$ cat config.mk
export PLATFORM = sky130hd
export DESIGN_NAME = grcf_geom
export DESIGN_NICKNAME = d
export VERILOG_FILES = /design/src/grcf_pkg.sv /design/src/grcf_geom.sv
export SDC_FILE = /design/constraint.sdc
export NUM_CORES = 1
export LEC_CHECK = 0
export ABC_AREA = 1
export BUFFER_PORTS_ARGS = -buffer_cell sky130_fd_sc_hd__buf_4
export CORE_AREA = 2 2 80 82
export DETAILED_ROUTE_END_ITERATION = 10
export DIE_AREA = 0 0 82 84
export PLACE_DENSITY_LB_ADDON = 0.25
export SYNTH_ARGS = -nofsm -noshare
export SYNTH_HDL_FRONTEND = slang
export SYNTH_SLANG_ARGS = --single-unit
$ cat constraint.sdc
create_clock -name vclk -period 3.4
set_clock_uncertainty 0.2 [all_clocks]
set_input_delay 0.34 -clock vclk [all_inputs]
set_output_delay 0.34 -clock vclk [all_outputs]
set_load 0.005 [all_outputs]
$ cat src/grcf_pkg.sv
// Shared constants, payload types and sequencer states for the rectangle fill unit.
`timescale 1ns / 1ps
package grcf_pkg;

	// Frame store size in pixels.
	localparam int MAX_WIDTH  = 256;
	localparam int MAX_HEIGHT = 256;
	localparam int DEPTH      = MAX_WIDTH * MAX_HEIGHT;
	localparam int ADDR_W     = $clog2(DEPTH);

	// A far edge is an 8-bit origin plus a 9-bit span, so it needs 10 bits.
	localparam int FAR_W   = 10;
	localparam int LIM_W   = ($clog2(MAX_WIDTH + 1) > $clog2(MAX_HEIGHT + 1)) ?
		$clog2(MAX_WIDTH + 1) : $clog2(MAX_HEIGHT + 1);
	localparam int EXT_W   = (LIM_W > FAR_W) ? LIM_W : FAR_W;

	localparam logic [23:0] WHITE_PIXEL = 24'hFF_FFFF;

	// Operation codes.
	localparam logic OP_PAINT = 1'b0;
	localparam logic OP_READ  = 1'b1;

	typedef struct packed {
		logic       op;
		logic [7:0] left;
		logic [7:0] top;
		logic [8:0] span_x;
		logic [8:0] span_y;
		logic [7:0] red;
		logic [7:0] green;
		logic [7:0] blue;
	} cmd_item_t;

	typedef struct packed {
		logic [8:0] canvas_width;
		logic [8:0] canvas_height;
		logic [7:0] pixel_red;
		logic [7:0] pixel_green;
		logic [7:0] pixel_blue;
		logic       clipped;
	} rsp_item_t;

	// Geometry of one item, worked out when it is accepted.
	typedef struct packed {
		logic [EXT_W-1:0]  end_x;
		logic [EXT_W-1:0]  end_y;
		logic              clip;
		logic              empty;
		logic              inb;
		logic [ADDR_W-1:0] start_addr;
		logic [EXT_W-1:0]  new_w;
		logic [EXT_W-1:0]  new_h;
	} geom_t;

	typedef enum logic [2:0] {
		ST_CLEAR,
		ST_IDLE,
		ST_PAINT,
		ST_READ,
		ST_FINISH
	} state_t;

endpackage

$ cat src/grcf_geom.sv
// Clipping, extent growth and start address for an incoming item.
`timescale 1ns / 1ps
module grcf_geom (
	input  grcf_pkg::cmd_item_t            cmd,
	input  logic [grcf_pkg::EXT_W-1:0]     ext_w,
	input  logic [grcf_pkg::EXT_W-1:0]     ext_h,
	output grcf_pkg::geom_t                geom
);
	import grcf_pkg::*;

	logic [EXT_W-1:0] left_e;
	logic [EXT_W-1:0] top_e;
	logic [EXT_W-1:0] far_x;
	logic [EXT_W-1:0] far_y;
	logic [EXT_W-1:0] end_x;
	logic [EXT_W-1:0] end_y;
	logic             over_x;
	logic             over_y;

	// Far edges, clamped to the frame store.
	always_comb begin
		left_e = EXT_W'(cmd.left);
		top_e  = EXT_W'(cmd.top);
		far_x  = left_e + EXT_W'(cmd.span_x);
		far_y  = top_e + EXT_W'(cmd.span_y);
		over_x = far_x > EXT_W'(MAX_WIDTH);
		over_y = far_y > EXT_W'(MAX_HEIGHT);
		end_x  = over_x ? EXT_W'(MAX_WIDTH) : far_x;
		end_y  = over_y ? EXT_W'(MAX_HEIGHT) : far_y;
	end

	// Result geometry; the start address serves both paint and read.
	always_comb begin
		geom.end_x      = end_x;
		geom.end_y      = end_y;
		geom.clip       = over_x | over_y;
		geom.empty      = (left_e >= end_x) | (top_e >= end_y);
		geom.inb        = (left_e < EXT_W'(MAX_WIDTH)) & (top_e < EXT_W'(MAX_HEIGHT));
		geom.start_addr = ADDR_W'(ADDR_W'(cmd.top) * ADDR_W'(MAX_WIDTH)) + ADDR_W'(cmd.left);
		geom.new_w      = (end_x > ext_w) ? end_x : ext_w;
		geom.new_h      = (end_y > ext_h) ? end_y : ext_h;
	end

endmodule
# Yosys cells after proc, flatten, opt, wreduce, memory -nomap -nowiden
# Cells that the tools add are included.
# classes
n_addsub,3
multipliers,0
n_div,0
order_cmp,8
eq_ne,0
shift,0
mux,4
bitwise_logic,3
n_reduce_logical,0
# op_table
op,count
$mux 10,4
$add 8x9->10,2
$ge 8x10->1,2
$gt 10x10->1,2
$gt 10x9->1 const B,2
$lt 8x9->1 const B,2
$add 16x8->16,1
$or 1x1->1,2
$and 1x1->1,1
# totals
ff_bits,0
latch_bits,0
ram_bits,0
mem_bits_ro,0
input_bits,79
memories,0

# Longest topological paths before layout
# Gate-level depths: netlist of the first run.
# logic_depth
ltp_word,5
depth_mapped,25

# Worst setup path after synthesis of the first run
# No wires, ideal clock.
# synth_path
path_kind,input port to output port
startpoint,in cmd[33] (netlist bit)
endpoint,out geom[18] (netlist bit)
arrival_ps,3131
required_ps,2860
path_slack_ps,-271
path_stages,22
path_buffers,1
cell_sequence,ha_1 -> fa_1 -> or2_2 -> nor2_1 -> nand3_1 -> nor2_1 -> nand3_1 -> nand2_2 -> nand2_1 -> inv_1 -> ha_1 -> inv_1 -> nor2_1 -> nor2_1 -> o21a_1 -> o21ai_1 -> a21boi_1 -> o21ai_2 -> nand2_2 -> clkbuf_2 -> nand2_1 -> o21ai_1
# synth_rtl
element,line_no,rtl
start: declaration,grcf_geom.sv:4,"input grcf_pkg::cmd_item_t cmd,"
end: declaration,grcf_geom.sv:7,output grcf_pkg::geom_t geom

==> out/metrics.cfg, run 1 <==
[critical_path]
crit_required_ns = 2.86
path_class = in2out
cp.depth = 21
cp_slowest_cell = fa_2
crit_start = cmd[24]
cp_top_family = simple AND/OR/NAND/NOR gates
critPathMaxStageDelay_ns = 0.43
start_kind = input pin
cp-end-kind = output port
critPathArrivalTime_ns = 3.43
path_cells = buf_8 > ha_4 > fa_2 > or2_4 > nor2_4 > nand3_2 > nor2_1 > nand3_1 > nand2_4 > nand2_2 > inv_2 > ha_1 > a21oi_1 > o21ai_1 > nand2_1 > o2111ai_2 > o21ai_4 > clkbuf_16 > nand2_2 > o21ai_1 > buf_4
crit_fanout = 5
cp_num_buf_inv = 4

[status]
violations = negative setup slack
status = finished, violations left

[place]
port_buffers = 110
dpl.hpwl_um = 6953
gp_congestion = 0.8636
placed_cell_area_sq_um = 3876
dp.cells = 669
dp_slack_ns = -0.5200

[global_routing]
grt_pass1_vias = 3338
grt_max_degree = 18
grt_pass1_wl_um = 13700
grt_overflow = 0
grtUsageTotal_pct = 24.08
antenna_found_initial = 0

[final_layout]
antenna_cells = 0
fill_cells = 431
mostFrequentLayoutCells = buf_4 (197), nand2_1 (87), inv_1 (67)
multiInputGateArea_sq_um = 2485
drive_gt1_share_pct = 53.62
instances_no_fill = 685
area_growth_pct = 93.82
seq_area_sq_um = 0
final_common_cell = buf_4
final_nets = 741
clock_buffers = 0
seq_cell_count = 0
design_area_sq_um = 4554

[yosys]
netlist_instances = 413
yosys_warnings = 0
ys_seq_area_share_pct = 0
yosysUniqueCellTypes = 31
syn_area_sq_um = 2350
avgSynthCellArea_sq_um = 5.689

[route]
routed_wl_um = 9302
avgViaCountPerCell = 4.968
drt.antenna.violating_nets = 0
wire_per_inst_um = 13.58
drt_iter0_drc = 95
route.detailed.drc = 0
dr.pass1.iters = 4
via_count = 3403

[sta]
finalCritPeriodShare_pct = 116.7
clock.fmax_ghz = 0.2519
finalSetupViolCount = 21
timing.final.ws_setup_ns = -0.5693
finalCriticalPeriod_ns = 3.969
hold_viol_final = 0
setup-tns-final_ns = -9.407
rsz0062_at_grt = yes
slew_violations = 0

[worst_hold_path]
holdPathStages = 2
hold_start = cmd[43]
hold_class = in2out

[pwr]
powerDensity_nw_per_um2 = 251.1
ir_worst_vdd_v = 0.0001762
p_leak_uw = 0.002587

[clock_network]
cts_hold_buf = 0

[floorplanning]
design.die.area_sq_um = 6888
die_h_um = 84
core_sq_um = 6096
ios = 138
row_count = 29
start_util_pct = 38.55
die_x_um = 82

[run]
maxCapViolCount = 0

synth_stat cells (3+ instances only):
| cell | instances | area, sq um |
|---|---|---|
| o21ai_0 | 4 | 20.02 |
| inv_1 | 79 | 296.5 |
| nor2_1 | 29 | 108.9 |
| ha_1 | 50 | 625.6 |
| nand3_1 | 30 | 150.1 |
| or2_2 | 3 | 18.77 |
| nand4_1 | 5 | 31.28 |
| buf_4 | 20 | 150.1 |
| nand3b_1 | 3 | 22.52 |
| nand3_2 | 3 | 30.03 |
| nand2_1 | 121 | 454.2 |
| a21oi_1 | 20 | 100.1 |
| o21ai_1 | 18 | 90.09 |
path summary, 6_finish.rpt:
check	slack, ns	endpoint
setup / recovery	-0.57	geom[1]
hold / removal	0.70	geom[29]
per-stage QoR:
stage          power [uW]  hold WS [ns]  util, %
2_1_floorplan       442.1        0.5608        -
3_3_place_gp        870.9        0.6993    63.59
3_5_place_dp        897.1        0.7008    63.59
4_1_cts             980.6        0.7017    68.02
5_1_grt              1249        0.7108    74.71
6_report             1143        0.6970    74.71
area by class of cell:
type / count / share of cell area (%)
inverters: 79 / 6.676
multi-input cells: 319 / 54.56
well taps: 77 / 2.115
repair buffers: 210 / 36.65
cells by family after synthesis:
| kind of cell | synth area share (%) |
|---|---|
| other | 0.3196 |
| AOI/OAI and AO/OA | 12.30 |
| xor gates and xnor gates | 0.7456 |
| buffers and inverters | 19.22 |
| adders and majority gates | 28.33 |
| and+or+nand+nor | 39.08 |
power by group:
part	total, uW	switching, uW	internal, uW	leakage [uW]
registers	0	0	0	0
logic	1140	548	596	0.00259
clock network	0	0	0	0
total	1140	548	596	0.00259
layer usage:
metal	global-route usage, %	vias to the layer above	routed length [um]
met2	48.19	136	4992
met1	25.13	1528	3350
met5	0	-	0
met4	7.121	0	431
li1	-	1695	-
met3	2.273	44	527
repair_timing:
action | CTS | global route
cloned | 3 | 2
gates resized for setup | 44 | 75
buffers inserted | 6 | 6
pin swaps | 18 | 22
endpoints found under the setup margin | 21 | 21
Note: power is estimated with default switching activity, not from simulation.
==> inputs of run 2 (changes only) <==
--- a/config.mk
+++ b/config.mk
@@ -11,6 +11,8 @@
 export DETAILED_ROUTE_END_ITERATION = 10
 export DIE_AREA = 0 0 82 84
 export PLACE_DENSITY_LB_ADDON = 0.25
+export RECOVER_POWER = 25
+export REMOVE_ABC_BUFFERS = 1
 export SYNTH_ARGS = -nofsm -noshare
 export SYNTH_HDL_FRONTEND = slang
 export SYNTH_SLANG_ARGS = --single-unit
==> run 2 against run 1 <==
Compared with the run above: the flow still finishes with violations (negative setup slack); worst hold slack improved by 0.058 ns; final cell count up 1.5%; via count is 1.1% higher; power increased by 3.9%; clock-buffer cell count unchanged.
==> out/metrics.cfg, run 2 (synthesis results as in run 1) <==
[critical_path]
path_cells = buf_8 > ha_4 > fa_2 > or2_4 > nor2_2 > nand3_1 > nor2_2 > nand3_2 > nand2_4 > nand2_2 > inv_2 > ha_1 > a21oi_1 > o21a_1 > o21ai_2 > a21boi_2 > o21ai_4 > buf_12 > nand2_8 > nand2_2 > o21ai_1 > buf_4
crit_required_ns = 2.86  ; about the same
critPathArrivalTime_ns = 3.41  ; -0.02 ns
critPathMaxStageDelay_ns = 0.41  ; -0.02 ns
cp-end-kind = output port
path_class = in2out
crit_start = cmd[50]
cp_slowest_cell = fa_2
crit_fanout = 6  ; +1
cp_num_buf_inv = 4  ; unchanged
start_kind = input pin
cp_top_family = simple AND/OR/NAND/NOR gates

[status]
violations = negative setup slack
status = finished, violations left

[global_routing]
use_met2_pct = 47.89  ; -0.30 points
met3_usage_pct = 1.732  ; -0.54 points
antenna_found_initial = 0  ; unchanged
gr-usage-met1_pct = 25.89  ; +0.76 points
grt_overflow = 0  ; unchanged
grt_pass1_wl_um = 13250  ; -3.3%
grt_max_degree = 10  ; -8
grt_pass1_vias = 3125  ; -6.4%
grtUsageTotal_pct = 23.49  ; -0.59 points
grt_most_used_layer = met2

[sta]
finalCriticalPeriod_ns = 3.952  ; -0.01688 ns
finalCritPeriodShare_pct = 116.2  ; -0.50 points
slew_violations = 0  ; unchanged
clock.fmax_ghz = 0.2530  ; +0.43%
finalSetupViolCount = 21  ; unchanged
hold_viol_final = 0  ; unchanged
timing.final.ws_setup_ns = -0.5524  ; +0.01688 ns
rsz0062_at_grt = yes
holdWs_ns = 0.7551  ; +0.05811 ns

[pwr]
swShare_pct = 47.92  ; about the same
p_leak_uw = 0.002619  ; +1.2%
seqPwrFrac_pct = 0  ; unchanged
p_switching_uw = 569.1  ; +3.9%
powerDensity_nw_per_um2 = 253.8  ; +1.1%
clkPwrFrac_pct = 0  ; unchanged
p_int_uw = 618.6  ; +3.8%
total_power_uw = 1188  ; +3.9%
ir_worst_vdd_v = 0.0001937  ; +9.9%
combPwrFrac_pct = 100.0  ; about the same

[floorplanning]
core_sq_um = 6096  ; unchanged
row_count = 29  ; unchanged
ios = 138  ; unchanged
start_util_pct = 38.55  ; unchanged
die_h_um = 84  ; unchanged
design.die.area_sq_um = 6888  ; unchanged
die_x_um = 82  ; unchanged

[place]
dpl.hpwl_um = 6578  ; -5.4%
port_buffers = 110  ; unchanged
gp_congestion = 0.8644  ; about the same
dp_slack_ns = -0.6100  ; -0.09000 ns

[final_layout]
fill_cells = 405  ; -6.0%
seq_cell_count = 0  ; unchanged
final_common_cell = buf_4
mostFrequentLayoutCells = buf_4 (197), nand2_1 (83), inv_1 (68)
antenna_cells = 0  ; unchanged
clock_buffers = 0  ; unchanged
drive_gt1_share_pct = 55.34  ; +1.7 points
final_nets = 751  ; +1.3%
area_growth_pct = 99.15
seq_area_sq_um = 0  ; unchanged
final_util_pct = 76.77  ; +2.1 points

[route]
dr.pass1.iters = 5  ; +1
routed_wl_um = 9681  ; +4.1%
route.detailed.drc = 0  ; unchanged
via_count = 3440  ; +1.1%
drt_iter0_drc = 125  ; +32%
wire_per_inst_um = 13.93  ; +2.6%
avgViaCountPerCell = 4.950  ; -0.37%
drt.antenna.violating_nets = 0  ; unchanged

[run]
maxCapViolCount = 0  ; unchanged

[worst_hold_path]
hold_start = cmd[42]
hold_class = in2out

[clock_network]
cts_hold_buf = 0  ; unchanged

==> run 2: repair_timing <==
| item | in CTS | in global routing |
|---|---|---|
| setup buffers | 10 | 8 |
| resized for setup | 79 | 83 |
| endpoints found under the setup margin | 21 | 21 |
| pin swaps | 33 | 42 |
| cloned | 3 | 1 |
==> run 2: through the flow <==
step	setup TNS (ns)	instance area, sq um	cells
floorplan	-4.054	2206	395
global placement	-9.043	3861	678
detailed placement	-10.67	3861	678
CTS	-8.250	4342	690
global route	-13.09	4679	695
finish	-10.25	4679	695
==> run 2: worst paths after layout <==
| kind | slack, ns | cells past startpoint | to |
|---|---|---|---|
| worst max-delay path | -0.55 | 22 | geom[14] |
| worst min-delay path | 0.76 | 3 | geom[28] |
==> run 2: worst min-delay path: stages <==
cell	delay, ns
buf_6	0.08
buf_4	0.10
buf_4	0.10
==> run 2: power groups by stage <==
stage / logic [uW] / registers, uW / clock network [uW]
2_1_floorplan: 389 / 0 / 0
3_3_place_gp: 862 / 0 / 0
3_5_place_dp: 879 / 0 / 0
4_1_cts: 1040 / 0 / 0
5_1_grt: 1290 / 0 / 0
6_report: 1190 / 0 / 0
==> run 2: per-layer routing <==
| metal | share of wire [%] | vias up |
|---|---|---|
| met2 | 56 | 122 |
| met3 | 5.7 | 16 |
| li1 | - | 1721 |
| met4 | 1.7 | 0 |
| met1 | 36 | 1581 |
| met5 | 0 | - |
==> run 2: area by class of cell <==
class                           count  area [sq um]  share of cell area [%]
Inverter                           79         304.0                   6.497
Multi-Input combinational cell    319          2565                   54.81
Tap cell                           77         96.34                   2.059
Timing Repair Buffer              220          1714                   36.63
==> inputs of run 3 (changes only) <==
--- a/config.mk
+++ b/config.mk
@@ -13,6 +13,7 @@
 export PLACE_DENSITY_LB_ADDON = 0.25
 export RECOVER_POWER = 25
 export REMOVE_ABC_BUFFERS = 1
+export SETUP_SLACK_MARGIN = 0.15
 export SYNTH_ARGS = -nofsm -noshare
 export SYNTH_HDL_FRONTEND = slang
 export SYNTH_SLANG_ARGS = --single-unit
==> run 3 against run 2 <==
Compared with the run above: the flow still finishes with violations (negative setup slack); global-route usage fell by 0.15 points; worst hold slack is essentially flat; clock-buffer cell count unchanged; sequential share of layout area is the same; combinational power is 4% higher; critical path depth rose by 1; die area unchanged; utilization grew 1.5 points; non-clock buffer count up 4; via count rose by 1.5%; final area is 1.9% higher; critical path type unchanged.
==> out/metrics.cfg, run 3 (synthesis results as in run 1) <==
[status]
status = finished, violations left
violations = negative setup slack

[floorplanning]
start_util_pct = 38.55  ; unchanged
ios = 138  ; unchanged
row_count = 29  ; unchanged
die_x_um = 82  ; unchanged
design.die.area_sq_um = 6888  ; unchanged
die_h_um = 84  ; unchanged
core_sq_um = 6096  ; unchanged

[pwr]
ir_worst_vdd_v = 0.0001976  ; +2.0%
powerDensity_nw_per_um2 = 259.0  ; +2.0%
total_power_uw = 1235  ; +4.0%
p_leak_uw = 0.002647  ; +1.1%

[sta]
timing.final.ws_setup_ns = -0.4669  ; +0.08544 ns
finalSetupViolCount = 21  ; unchanged
hold_viol_final = 0  ; unchanged
finalCritPeriodShare_pct = 113.7  ; -2.5 points
rsz0062_at_grt = yes
finalCriticalPeriod_ns = 3.867  ; -0.08544 ns
slew_violations = 0  ; unchanged
clock.fmax_ghz = 0.2586  ; +2.2%

[worst_hold_path]
hold_start = ext_w[2]
hold_class = in2out
whs_endpoint = geom[12]
holdPathStages = 4  ; +1

[final_layout]
final_nets = 755  ; +0.53%
clock_buffers = 0  ; unchanged
seq_area_sq_um = 0  ; unchanged
area_growth_pct = 103.0
antenna_cells = 0  ; unchanged
fill_cells = 387  ; -4.4%
mostFrequentLayoutCells = buf_4 (199), nand2_1 (82), inv_1 (64)
drive_gt1_share_pct = 57.72  ; +2.4 points
final_common_cell = buf_4
seq_cell_count = 0  ; unchanged

[run]
maxCapViolCount = 0  ; unchanged

[critical_path]
critPathArrivalTime_ns = 3.33  ; -0.08 ns
crit_required_ns = 2.86  ; about the same
path_class = in2out
start_kind = input pin
crit_fanout = 7  ; +1
cp-end-kind = output port

[route]
drt.antenna.violating_nets = 0  ; unchanged
avgViaCountPerCell = 4.996  ; +0.93%
dr.pass1.iters = 4  ; -1
drt_iter0_drc = 107  ; -14%
route.detailed.drc = 0  ; unchanged
routed_wl_um = 10110  ; +4.4%
wire_per_inst_um = 14.46  ; +3.8%
via_count = 3492  ; +1.5%

[global_routing]
grt_overflow = 0  ; unchanged
antenna_found_initial = 0  ; unchanged
grt_pass1_wl_um = 13160  ; -0.72%
grt_pass1_vias = 3156  ; +0.99%
grtUsageTotal_pct = 23.33  ; -0.15 points
grt_max_degree = 8  ; -2

[place]
gp_congestion = 0.8644  ; unchanged
dp_slack_ns = -0.6100  ; unchanged
dpl.hpwl_um = 6578  ; unchanged
port_buffers = 110  ; unchanged

==> run 3: stage by stage <==
stage	TNS, ns	hold slack (ns)	instances	utilization, %	instance area, sq um
final	-8.970	0.7550	699	78.24	4770
after global routing	-11.43	0.7634	699	78.24	4770
after CTS	-8.382	0.7541	692	70.24	4282
after detailed placement	-10.67	0.7566	678	63.34	3861
after global placement	-9.043	0.7512	678	63.34	3861
after floorplan	-4.054	0.4800	395	-	2206
==> run 3: worst max-delay path by stage <==
stage | from | end | cells past startpoint
5_1_grt | cmd[42] | geom[6] | 24
4_1_cts | cmd[50] | geom[17] | 24
3_5_place_dp | cmd[33] | geom[16] | 23
2_1_floorplan | cmd[24] | geom[9] | 19
6_report | cmd[42] | geom[6] | 23
3_3_place_gp | cmd[33] | geom[15] | 21
==> run 3: critical path: stages <==
cell and delay, ns:
buf_6 0.10, ha_4 0.15, fa_2 0.36, nand2_1 0.08
nand2_1 0.07, nand3_2 0.08, nand2_1 0.07, nand2_1 0.11
nand2_1 0.07, nand2_2 0.08, nand3b_4 0.12, buf_6 0.16
nor2_2 0.11, ha_1 0.28, buf_4 0.15, a21oi_1 0.22
o2111ai_2 0.14, o21ai_2 0.11, buf_4 0.15, buf_12 0.13
nand2_2 0.04, o21ai_1 0.07, buf_4 0.12
==> run 3: final cells by class <==
| type | instances | area (sq um) | area share, % |
|---|---|---|---|
| Inverter | 79 | 311.5 | 6.532 |
| Multi-Input combinational cell | 319 | 2603 | 54.56 |
| Tap cell | 77 | 96.34 | 2.020 |
| Timing Repair Buffer | 224 | 1759 | 36.88 |
==> run 3: repair_timing <==
action                                  CTS  global route
pin swaps                                33            43
setup buffers                            10             7
endpoints found under the setup margin   21            21
hold buffers                              0             0
gates cloned                              4             0
gates resized for setup                  80           100
==> run 3: per-layer routing <==
layer | GRT usage, % | share of wire [%]
met3 | 1.299 | 5.2
met2 | 48.48 | 55
met5 | 0 | 0
met1 | 25.18 | 36
met4 | 2.576 | 3.6
==> run 3: report_power, final <==
group	internal [uW]	leakage, uW	total, uW	switching [uW]
registers	0	0	0	0
clock network	0	0	0	0
logic	644	0.00265	1240	591
